<file path="src/rtl/dpsi_pkg.sv">
`timescale 1ns / 1ps
// ----------------------------------------------------------------------------
// Dyadic patch support intersection: shared types and helpers
// Rectangle layout, per-lane result, shift amounts and the saturating shift.
// ----------------------------------------------------------------------------
package dpsi_pkg;

  localparam int NUM_RECT    = 3;
  localparam int LEVEL_W     = 4;
  localparam int COORD_W     = 16;
  localparam int CFG_INDEX_W = 3;

  typedef enum logic [CFG_INDEX_W-1:0] {
    REG_LEVEL_X = 3'd0,
    REG_LEVEL_Y = 3'd1,
    REG_PRESENT = 3'd2,
    REG_RECT0   = 3'd3,
    REG_RECT1   = 3'd4,
    REG_RECT2   = 3'd5
  } cfg_reg_t;

  typedef struct packed {
    logic [COORD_W-1:0] ymax;
    logic [COORD_W-1:0] ymin;
    logic [COORD_W-1:0] xmax;
    logic [COORD_W-1:0] xmin;
  } rect_t;

  typedef struct packed {
    logic [LEVEL_W-1:0] common_x;
    logic [LEVEL_W-1:0] common_y;
    logic [LEVEL_W-1:0] ref_x;
    logic [LEVEL_W-1:0] ref_y;
    logic [LEVEL_W-1:0] cand_x;
    logic [LEVEL_W-1:0] cand_y;
  } shift_t;

  typedef struct packed {
    logic  found;
    rect_t rect;
  } lane_result_t;

  function automatic logic [COORD_W-1:0] shl_sat(logic [COORD_W-1:0] v,
                                                  logic [LEVEL_W-1:0] sh);
    logic [COORD_W+14:0] w;
    w = {15'd0, v} << sh;
    return (|w[COORD_W+14:COORD_W]) ? {COORD_W{1'b1}} : w[COORD_W-1:0];
  endfunction

  function automatic rect_t shift_rect(rect_t r, logic [LEVEL_W-1:0] sx,
                                       logic [LEVEL_W-1:0] sy);
    rect_t s;
    s.xmin = shl_sat(r.xmin, sx);
    s.xmax = shl_sat(r.xmax, sx);
    s.ymin = shl_sat(r.ymin, sy);
    s.ymax = shl_sat(r.ymax, sy);
    return s;
  endfunction

endpackage

</file>
<file path="src/rtl/dpsi_level.sv">
`timescale 1ns / 1ps
// ----------------------------------------------------------------------------
// Level alignment
// Clamps both level pairs, picks the common level and derives the shifts.
// ----------------------------------------------------------------------------
module dpsi_level #(
  parameter int MAX_LEVEL = 15
) (
  input  logic [dpsi_pkg::LEVEL_W-1:0] ref_level_x,
  input  logic [dpsi_pkg::LEVEL_W-1:0] ref_level_y,
  input  logic [dpsi_pkg::LEVEL_W-1:0] cand_level_x,
  input  logic [dpsi_pkg::LEVEL_W-1:0] cand_level_y,
  output dpsi_pkg::shift_t             shifts
);
  import dpsi_pkg::*;

  logic [LEVEL_W-1:0] rlx, rly, clx, cly;

  function automatic logic [LEVEL_W-1:0] clamp(logic [LEVEL_W-1:0] lv);
    return (32'(lv) > MAX_LEVEL) ? LEVEL_W'(MAX_LEVEL) : lv;
  endfunction

  always_comb begin
    rlx = clamp(ref_level_x);
    rly = clamp(ref_level_y);
    clx = clamp(cand_level_x);
    cly = clamp(cand_level_y);
    shifts.common_x = (rlx > clx) ? rlx : clx;
    shifts.common_y = (rly > cly) ? rly : cly;
    shifts.ref_x    = shifts.common_x - rlx;
    shifts.ref_y    = shifts.common_y - rly;
    shifts.cand_x   = shifts.common_x - clx;
    shifts.cand_y   = shifts.common_y - cly;
  end

endmodule

</file>
<file path="src/rtl/dpsi_lane.sv">
`timescale 1ns / 1ps
// ----------------------------------------------------------------------------
// Patch lane
// Shifts both rectangles to the common level, then tests for open overlap
// and forms the clipped rectangle. Two register stages.
// ----------------------------------------------------------------------------
module dpsi_lane (
  input  logic                   clk,
  input  logic                   active,
  input  dpsi_pkg::rect_t        ref_rect,
  input  dpsi_pkg::rect_t        cand_rect,
  input  dpsi_pkg::shift_t       shifts,
  output dpsi_pkg::lane_result_t result
);
  import dpsi_pkg::*;

  rect_t        a, b;
  logic         active_q;
  logic         overlap;
  rect_t        clip;

  always_ff @(posedge clk) begin
    a        <= shift_rect(ref_rect, shifts.ref_x, shifts.ref_y);
    b        <= shift_rect(cand_rect, shifts.cand_x, shifts.cand_y);
    active_q <= active;
  end

  always_comb begin
    overlap = active_q && (a.xmin < b.xmax) && (a.xmax > b.xmin)
                       && (a.ymin < b.ymax) && (a.ymax > b.ymin);
    clip.xmin = (a.xmin > b.xmin) ? a.xmin : b.xmin;
    clip.xmax = (a.xmax < b.xmax) ? a.xmax : b.xmax;
    clip.ymin = (a.ymin > b.ymin) ? a.ymin : b.ymin;
    clip.ymax = (a.ymax < b.ymax) ? a.ymax : b.ymax;
  end

  always_ff @(posedge clk) begin
    result.found <= overlap;
    result.rect  <= overlap ? clip : '0;
  end

endmodule

</file>
<file path="src/rtl/dpsi_merge.sv">
`timescale 1ns / 1ps
// ----------------------------------------------------------------------------
// Lane merge
// Gathers the lane results into the overlap mask and the hit flag and
// registers the complete result.
// ----------------------------------------------------------------------------
module dpsi_merge (
  input  logic                              clk,
  input  dpsi_pkg::lane_result_t            lanes [dpsi_pkg::NUM_RECT],
  input  logic [15:0]                       index_in,
  input  logic [dpsi_pkg::LEVEL_W-1:0]      level_x_in,
  input  logic [dpsi_pkg::LEVEL_W-1:0]      level_y_in,
  output logic [15:0]                       out_index,
  output logic                              hit,
  output logic [dpsi_pkg::LEVEL_W-1:0]      common_level_x,
  output logic [dpsi_pkg::LEVEL_W-1:0]      common_level_y,
  output logic [dpsi_pkg::NUM_RECT-1:0]     overlap_present,
  output dpsi_pkg::rect_t                   overlap_rect [dpsi_pkg::NUM_RECT]
);
  import dpsi_pkg::*;

  logic [NUM_RECT-1:0] mask;

  always_comb begin
    for (int p = 0; p < NUM_RECT; p++) begin
      mask[p] = lanes[p].found;
    end
  end

  always_ff @(posedge clk) begin
    out_index       <= index_in;
    hit             <= |mask;
    common_level_x  <= level_x_in;
    common_level_y  <= level_y_in;
    overlap_present <= mask;
    for (int p = 0; p < NUM_RECT; p++) begin
      overlap_rect[p] <= lanes[p].rect;
    end
  end

endmodule

</file>
<file path="src/rtl/dyadic_patch_support_intersect_unit.sv">
`timescale 1ns / 1ps
// ----------------------------------------------------------------------------
// Dyadic patch support intersection unit
// Compares each candidate support with the configured reference support and
// reports the common levels, the per-patch overlap mask and clipped rectangles.
// ----------------------------------------------------------------------------
// Channel   Signals                                   Transfer condition
// command   start, busy, cand_*                       start && !busy
// result    done, out_index, hit, common_level_*,     done (one cycle)
//           overlap_present, overlap_rect*
// config    cfg_valid, cfg_ready, cfg_index, cfg_data cfg_valid && cfg_ready
//
// One candidate is accepted every cycle; busy is always low.
// Each result passes through three register stages after its command: the
// level shifts, the overlap compares in the patch lanes, and the merge.
// Synchronous reset clears the reference registers and the valid pipeline.
// The receiver cannot stall, so the pipeline never holds.
// ----------------------------------------------------------------------------
module dyadic_patch_support_intersect_unit #(
  parameter int MAX_LEVEL   = 15,
  parameter int NUM_PATCHES = 3
) (
  input  logic                               clk,
  input  logic                               rst,
  input  logic                               start,
  output logic                               busy,
  input  logic [15:0]                        cand_index,
  input  logic [dpsi_pkg::LEVEL_W-1:0]       cand_level_x,
  input  logic [dpsi_pkg::LEVEL_W-1:0]       cand_level_y,
  input  logic [dpsi_pkg::NUM_RECT-1:0]      cand_present,
  input  logic [63:0]                        cand_rect0,
  input  logic [63:0]                        cand_rect1,
  input  logic [63:0]                        cand_rect2,
  output logic                               done,
  output logic [15:0]                        out_index,
  output logic                               hit,
  output logic [dpsi_pkg::LEVEL_W-1:0]       common_level_x,
  output logic [dpsi_pkg::LEVEL_W-1:0]       common_level_y,
  output logic [dpsi_pkg::NUM_RECT-1:0]      overlap_present,
  output logic [63:0]                        overlap_rect0,
  output logic [63:0]                        overlap_rect1,
  output logic [63:0]                        overlap_rect2,
  input  logic                               cfg_valid,
  output logic                               cfg_ready,
  input  logic [dpsi_pkg::CFG_INDEX_W-1:0]   cfg_index,
  input  logic [63:0]                        cfg_data
);
  import dpsi_pkg::*;

  logic [LEVEL_W-1:0]  ref_level_x, ref_level_y;
  logic [NUM_RECT-1:0] ref_present;
  rect_t               ref_rect [NUM_RECT];
  rect_t               cand_rect [NUM_RECT];
  rect_t               ov_rect [NUM_RECT];
  lane_result_t        lanes [NUM_RECT];
  shift_t              shifts;
  logic [2:0]          valid;
  logic [15:0]         index1, index2;
  logic [LEVEL_W-1:0]  lx1, ly1, lx2, ly2;

  assign busy      = 1'b0;
  assign cfg_ready = 1'b1;
  assign done      = valid[2];

  always_ff @(posedge clk) begin
    if (rst) begin
      ref_level_x <= '0;
      ref_level_y <= '0;
      ref_present <= '0;
      for (int p = 0; p < NUM_RECT; p++) begin
        ref_rect[p] <= '0;
      end
    end else if (cfg_valid && cfg_ready) begin
      case (cfg_reg_t'(cfg_index))
        REG_LEVEL_X: ref_level_x <= cfg_data[LEVEL_W-1:0];
        REG_LEVEL_Y: ref_level_y <= cfg_data[LEVEL_W-1:0];
        REG_PRESENT: ref_present <= cfg_data[NUM_RECT-1:0];
        REG_RECT0:   ref_rect[0] <= rect_t'(cfg_data);
        REG_RECT1:   ref_rect[1] <= rect_t'(cfg_data);
        REG_RECT2:   ref_rect[2] <= rect_t'(cfg_data);
        default: begin
        end
      endcase
    end
  end

  always_ff @(posedge clk) begin
    if (rst) begin
      valid <= '0;
    end else begin
      valid <= {valid[1:0], start && !busy};
    end
  end

  always_ff @(posedge clk) begin
    index1 <= cand_index;
    index2 <= index1;
    lx1    <= shifts.common_x;
    ly1    <= shifts.common_y;
    lx2    <= lx1;
    ly2    <= ly1;
  end

  assign cand_rect[0] = rect_t'(cand_rect0);
  assign cand_rect[1] = rect_t'(cand_rect1);
  assign cand_rect[2] = rect_t'(cand_rect2);

  dpsi_level #(
    .MAX_LEVEL(MAX_LEVEL)
  ) u_level (
    .ref_level_x (ref_level_x),
    .ref_level_y (ref_level_y),
    .cand_level_x(cand_level_x),
    .cand_level_y(cand_level_y),
    .shifts      (shifts)
  );

  for (genvar p = 0; p < NUM_RECT; p++) begin : g_lane
    localparam bit LaneOn = (p < NUM_PATCHES);
    dpsi_lane u_lane (
      .clk      (clk),
      .active   (LaneOn && ref_present[p] && cand_present[p]),
      .ref_rect (ref_rect[p]),
      .cand_rect(cand_rect[p]),
      .shifts   (shifts),
      .result   (lanes[p])
    );
  end

  dpsi_merge u_merge (
    .clk            (clk),
    .lanes          (lanes),
    .index_in       (index2),
    .level_x_in     (lx2),
    .level_y_in     (ly2),
    .out_index      (out_index),
    .hit            (hit),
    .common_level_x (common_level_x),
    .common_level_y (common_level_y),
    .overlap_present(overlap_present),
    .overlap_rect   (ov_rect)
  );

  assign overlap_rect0 = ov_rect[0];
  assign overlap_rect1 = ov_rect[1];
  assign overlap_rect2 = ov_rect[2];

  a_done_follows_start: assert property (@(posedge clk) disable iff (rst)
    done |-> $past(start, 3))
    else $error("result without a command three cycles earlier");

  a_index_echo: assert property (@(posedge clk) disable iff (rst)
    done |-> out_index == $past(cand_index, 3))
    else $error("echoed index does not match its command");

  a_hit_mask: assert property (@(posedge clk) disable iff (rst)
    done |-> hit == (overlap_present != '0))
    else $error("hit flag disagrees with overlap mask");

  a_absent_zero: assert property (@(posedge clk) disable iff (rst)
    (done && !overlap_present[0]) |-> overlap_rect0 == '0)
    else $error("patch 0 rectangle nonzero without overlap");

endmodule

</file>
<file path="config.mk">
export PLATFORM = sky130hd
export DESIGN_NAME = dyadic_patch_support_intersect_unit
export DESIGN_NICKNAME = d
export VERILOG_FILES = /design/src/rtl/dpsi_pkg.sv /design/src/rtl/dpsi_level.sv /design/src/rtl/dpsi_lane.sv /design/src/rtl/dpsi_merge.sv /design/src/rtl/dyadic_patch_support_intersect_unit.sv
export SDC_FILE = /design/constraint.sdc
export NUM_CORES = 2
export LEC_CHECK = 0
export BUFFER_PORTS_ARGS = -buffer_cell sky130_fd_sc_hd__buf_4
export CORE_UTILIZATION = 40
export CTS_CLUSTER_SIZE = 30
export DETAILED_ROUTE_END_ITERATION = 8
export PLACE_DENSITY = 0.67
export SYNTH_ARGS = -nofsm -noshare
export SYNTH_HDL_FRONTEND = slang
export SYNTH_HIERARCHICAL = 1
export SYNTH_SLANG_ARGS = --single-unit
</file>
<file path="constraint.sdc">
create_clock -name clk -period 5.93 [get_ports clk]
set_input_delay 0.593 -clock clk [delete_from_list [all_inputs] [get_ports clk]]
set_output_delay 0.593 -clock clk [all_outputs]
set_load 0.05 [all_outputs]
</file>
* Word level (Yosys, flattened, before mapping)
Memory sizes are Yosys's and may differ from the RTL's.
Cells that the tools add are included.
** Word-level totals
- Register bits :: 864
- Bits in writable memories :: 192
- Input port bits :: 290
- Output and inout bits :: 223
- Logic and storage cells :: 207
- Memories kept :: 1
** Cells by class
- Add/sub/neg operators :: 4
- Magnitude comparators :: 26
- Equality and inequality tests :: 5
- Shift operators :: 24
- Multiplexer cells :: 31
- Bitwise gates (word level) :: 3
- Reduce and logical (&&, ||, !) cells :: 44
** Memory list
- ref_rect :: words 3, width 64, rd ports 3, clocked after memory_dff 0, write ports 3, line dyadic_patch_support_intersect_unit.sv:52 : rect_t ref_rect [NUM_RECT];
** Operators with widths (number)
- $shl A16 B4 Y31 :: 24
- $reduce_or A15 Y1 :: 24
- $gt A16 B16 Y1 :: 12
- $lt A16 B16 Y1 :: 12
- $mux W16 :: 12
- $mux W64 :: 3
- $sub A4 B4 Y4 :: 4
- $logic_and A1 B1 Y1 :: 15
- $mux W1 :: 14
- $gt A4 B4 Y1 :: 2
- $mux W4 :: 2
- $eq A3 B2 Y1 const B :: 2
- $eq A3 B3 Y1 const B :: 2
- $reduce_and A2 Y1 :: 3
- $eq A3 B1 Y1 const B :: 1
- $logic_not A3 Y1 :: 1
- $or A1 B1 Y1 :: 3
- $reduce_or A3 Y1 :: 1

* Depth between registers and ports, before layout
- Depth after elaboration :: 6
- Gate-level depth with buffers :: 20
- Mapped depth without buffers :: 15

* By module
The synthesis kept the hierarchy.
** Modules (own cells, without submodules)
- dpsi_lane at g_lane[1].u_lane :: times used 1, cells an instance 1853, area an instance 15223.4 um^2, seq. area each 3883.7 um^2
- dpsi_lane at g_lane[0].u_lane :: times used 1, cells an instance 1747, area an instance 14614.0 um^2, seq. area each 3883.7 um^2
- dpsi_lane at g_lane[2].u_lane :: times used 1, cells an instance 1613, area an instance 14073.5 um^2, seq. area each 3883.7 um^2
- dyadic_patch_support_intersect_unit :: times used 1, cells an instance 460, area an instance 8446.9 um^2, seq. area each 7006.7 um^2
- dpsi_merge :: times used 1, cells an instance 221, area an instance 4410.5 um^2, seq. area each 4404.2 um^2
- dpsi_level :: times used 1, cells an instance 96, area an instance 878.3 um^2, seq. area each 0.0 um^2

* Worst setup path after synthesis
No wires, ideal clock.
- Path kind :: input -> register
- Start point :: in cand_level_y[1] in the netlist's numbering
- End point :: reg g_lane[1].u_lane/a[62] in the netlist's numbering
- Library setup time :: 0.127 ns
- Arrival time :: 4.636 ns
- Data required time :: 5.803 ns
- Slack :: 1.167 ns
- Cell stages on the path :: 16
- Buffers on the path :: 4
- Cell sequence :: inv_1 ha_1 nor2b_4 o211ai_4 a21boi_4 mux2i_1 ha_1 fa_1 xnor2_1 buf_2 buf_1 buf_1 clkbuf_1 a21oi_1 nor3_1 a21oi_1
** RTL lines
- start: declaration :: line dyadic_patch_support_intersect_unit.sv:29 : input logic [dpsi_pkg::LEVEL_W-1:0] cand_level_y,
- end signal: assignment :: line dpsi_lane.sv:23 : a <= shift_rect(ref_rect, shifts.ref_x, shifts.ref_y);
- end: declaration :: line dpsi_lane.sv:17 : rect_t a, b;

==> impl_metrics.toml <==
[status]
outcome = "complete, no violations"

[final_layout]
layout-drive-gt1-share = 0.1776
multiInputGateArea_mm2 = 0.03189
nets = 7050
regArea_mm2 = 0.02306
fill_cells = 13354
areaGrowthSynthToFinish_pct = 16.70

[power_and_ir_drop]
power-per-cell-area_mw_per_mm2 = 368.3
leakage_nw = 29.14
ir_drop_v = 0.0002824

[clock_tree]
clock_sinks = 1056
post_cts_buffers = 0
ctsLongestPathBuffers = 3
cts-htree-levels = 3
path_clk_slew_ns = 0.07
clk_latency_ns = 0.75
cts_tree = "built"
cts_made_buffers = 113
cts_root_buf = "clkbuf_16"

[grt]
grt_max_degree = 92
antenna_found_initial = 32
grt_first_pass_wirelength_mm = 280.1
grt_pass1_vias = 45578
grt_usage = 0.2474
gr-total-overflow = 0

[sta]
timing.final.ws_setup_ns = 0.8889
worst_pin_slew_ns = 1.321
hold_viol = 0
report.final.slew_viol_count = 0
setup_violations = 0
maxSlewHeadroom = 0.1191
finalCritPeriodShare = 0.8501
rsz0062_at_grt = "false"
clock_skew_ns = 0.04065
fin_setup_tns_ns = 0
fmaxAchievable_mhz = 198.4
min_period_ns = 5.041

[worst_setup_path]
crit_chain = "ha_1 > nor2b_4 > o211ai_4 > a21boi_4 > mux2i_1 > ha_1 > fa_1 > inv_4 > buf_4 > mux4_2 > nor4_1 > nand4_1 > a211oi_2 > buf_4 > o221ai_1"
critPathSlowestCell = "mux4_2"
worstSetupPathType = "reg2reg"
cp.required_ns = 6.51
endpoint_kind = "register"
critPathLaunchType = "register"
cp_max_fo = 41
r2r_cells = 15
arrival_ns = 5.62
crit_path_max_incr_delay_ns = 0.58

[drt]
first_pass_iters = 8
drt-total-wl_mm = 188.1
post_drt_wl_per_cell_um = 22.50
drtAntennaViolNets = 0
via_per_inst = 5.788
drc = 0
vias = 48377
dr.first_iter.drc_count = 4421

[floorplanning]
rows = 138
core_area_mm2 = 0.1423
ios = 513
die_h_um = 381.6
start_util = 0.4052
die_x_um = 381.6
dieArea_mm2 = 0.1456

[synth]
netlist_instances = 5990
synth_ff_type = "dfxtp_1"
synth_seq_cells = 1056
async_flop_share = 0
syn_nets = 6676
synth-seq-area-share = 0.4001
yosysMostFrequentCell = "dfxtp_1"
avgSynthCellArea_um2 = 9.624
synth.distinct_cells = 114
synth_top_area_share = 0.3000
synth_area_mm2 = 0.05765
yosysTopAreaCell = "dfxtp_1"
synth_commonest_cells = "dfxtp_1, mux2i_1, nand2_1"
synth_edf_count = 192
ys_top_cells_by_area = "dfxtp_1, edfxtp_1, ha_1"
ys_warn_count = 6

[placement]
finalWeightedCongestion = 0.9843
hpwlAfterDp_mm = 146.1
dp_slack_ns = 0.5969
portBuffers = 510

[flow_run]
drv_cap = 0

[min_path]
whs_path_depth = 2
hold_path.class = "in2reg"
==> layout make-up <==
| class | count | share of cell area |
|---|---|---|
| Antenna cell | 5 | 0.0001860 |
| Clock buffer | 159 | 0.04999 |
| Clock inverter | 55 | 0.009578 |
| Inverter | 292 | 0.01674 |
| Multi-Input combinational cell | 4277 | 0.4740 |
| Sequential cell | 1056 | 0.3428 |
| Tap cell | 1890 | 0.03515 |
| Timing Repair Buffer | 624 | 0.07153 |
==> path summary, 6_finish.rpt <==
kind	from	endpoint	slack (ns)
worst max-delay path	ref_level_x[1]	g_lane[2].u_lane/b[25]	0.89
worst min-delay path	cand_present[1]	g_lane[1].u_lane/active_q	0.07
worst max register to register	ref_level_x[1]	g_lane[2].u_lane/b[25]	0.89
worst min register to register	g_lane[0].u_lane/result[17]	u_merge/overlap_rect[145]	0.32
==> cells by family after synthesis <==
family          Yosys count  synth area share
fa+ha+maj               396           0.08647
flops                  1056            0.4001
buf+inv                 657           0.04881
simple gates           1576            0.1353
xor+xnor                 10          0.001519
mux                     706            0.1489
compound gates         1587            0.1788
other cells               2         0.0001303
==> report_power, final <==
part           switching (mW)  internal, mW  leakage [nW]
Clock                    3.07          4.39          1.97
Combinational            5.50          3.43          18.3
Sequential              0.583          7.80          8.90
==> metal layers <==
metal | global-route usage | part of all wire
met1 | 0.3502 | 0.46
met2 | 0.3706 | 0.43
met3 | 0.06031 | 0.087
met4 | 0.07163 | 0.026
met5 | 0 | 0.0015
==> layout by cell type (no fill, tap or decap), types with 121 or more instances in the layout <==
cell type and count:
edfxtp_1 192, a21oi_1 421, nand2_1 430, buf_4 601, dfxtp_1 864, a211oi_1 158, nand3_1 162, nor2_1 388
o21ai_0 343, ha_1 392, clkbuf_16 121, mux2i_1 461, inv_1 261
==> timing repair <==
| item | in CTS | in global routing |
|---|---|---|
| setup endpoints to repair | 0 | 0 |
| resized for setup | 0 | 0 |
| hold buffers | 16 | 0 |
| hold endpoints to repair | 16 | 0 |
==> per-stage QoR <==
step                        util  area [um^2]  total power, mW  std cells  hold WS, ns
final                     0.4728        67270            24.78       8358      0.06675
after global routing      0.4728        67260            26.12       8353      0.04148
after global placement    0.4434        63090            17.13       8123       0.3096
after floorplan                -        57650            14.87       5990       0.3096
after detailed placement  0.4434        63090            17.26       8123       0.3121
after CTS                 0.4727        67260            24.78       8353     0.009163
==> worst max-delay path: cells and delay by family, from the launching register on <==
kind / cells / cell delay, ns
adder cells (fa/ha/maj): 3 / 1.02
AO/OA/AOI/OAI: 4 / 0.79
multiplexers: 2 / 0.89
AND/OR/NAND/NOR: 3 / 0.73
flip-flops: 1 / 0.38
buffers and inverters: 3 / 1.03
==> state kept, by name, indices dropped and copies added (netlist names), 16 cells and up <==
register	cells
g_lane.u_lane/a	192
index2	16
g_lane.u_lane/b	192
u_merge/out_index	16
ref_rect	192
index1	16
u_merge/overlap_rect	192
g_lane.u_lane/result	195
(Power assumes the default switching activity.)
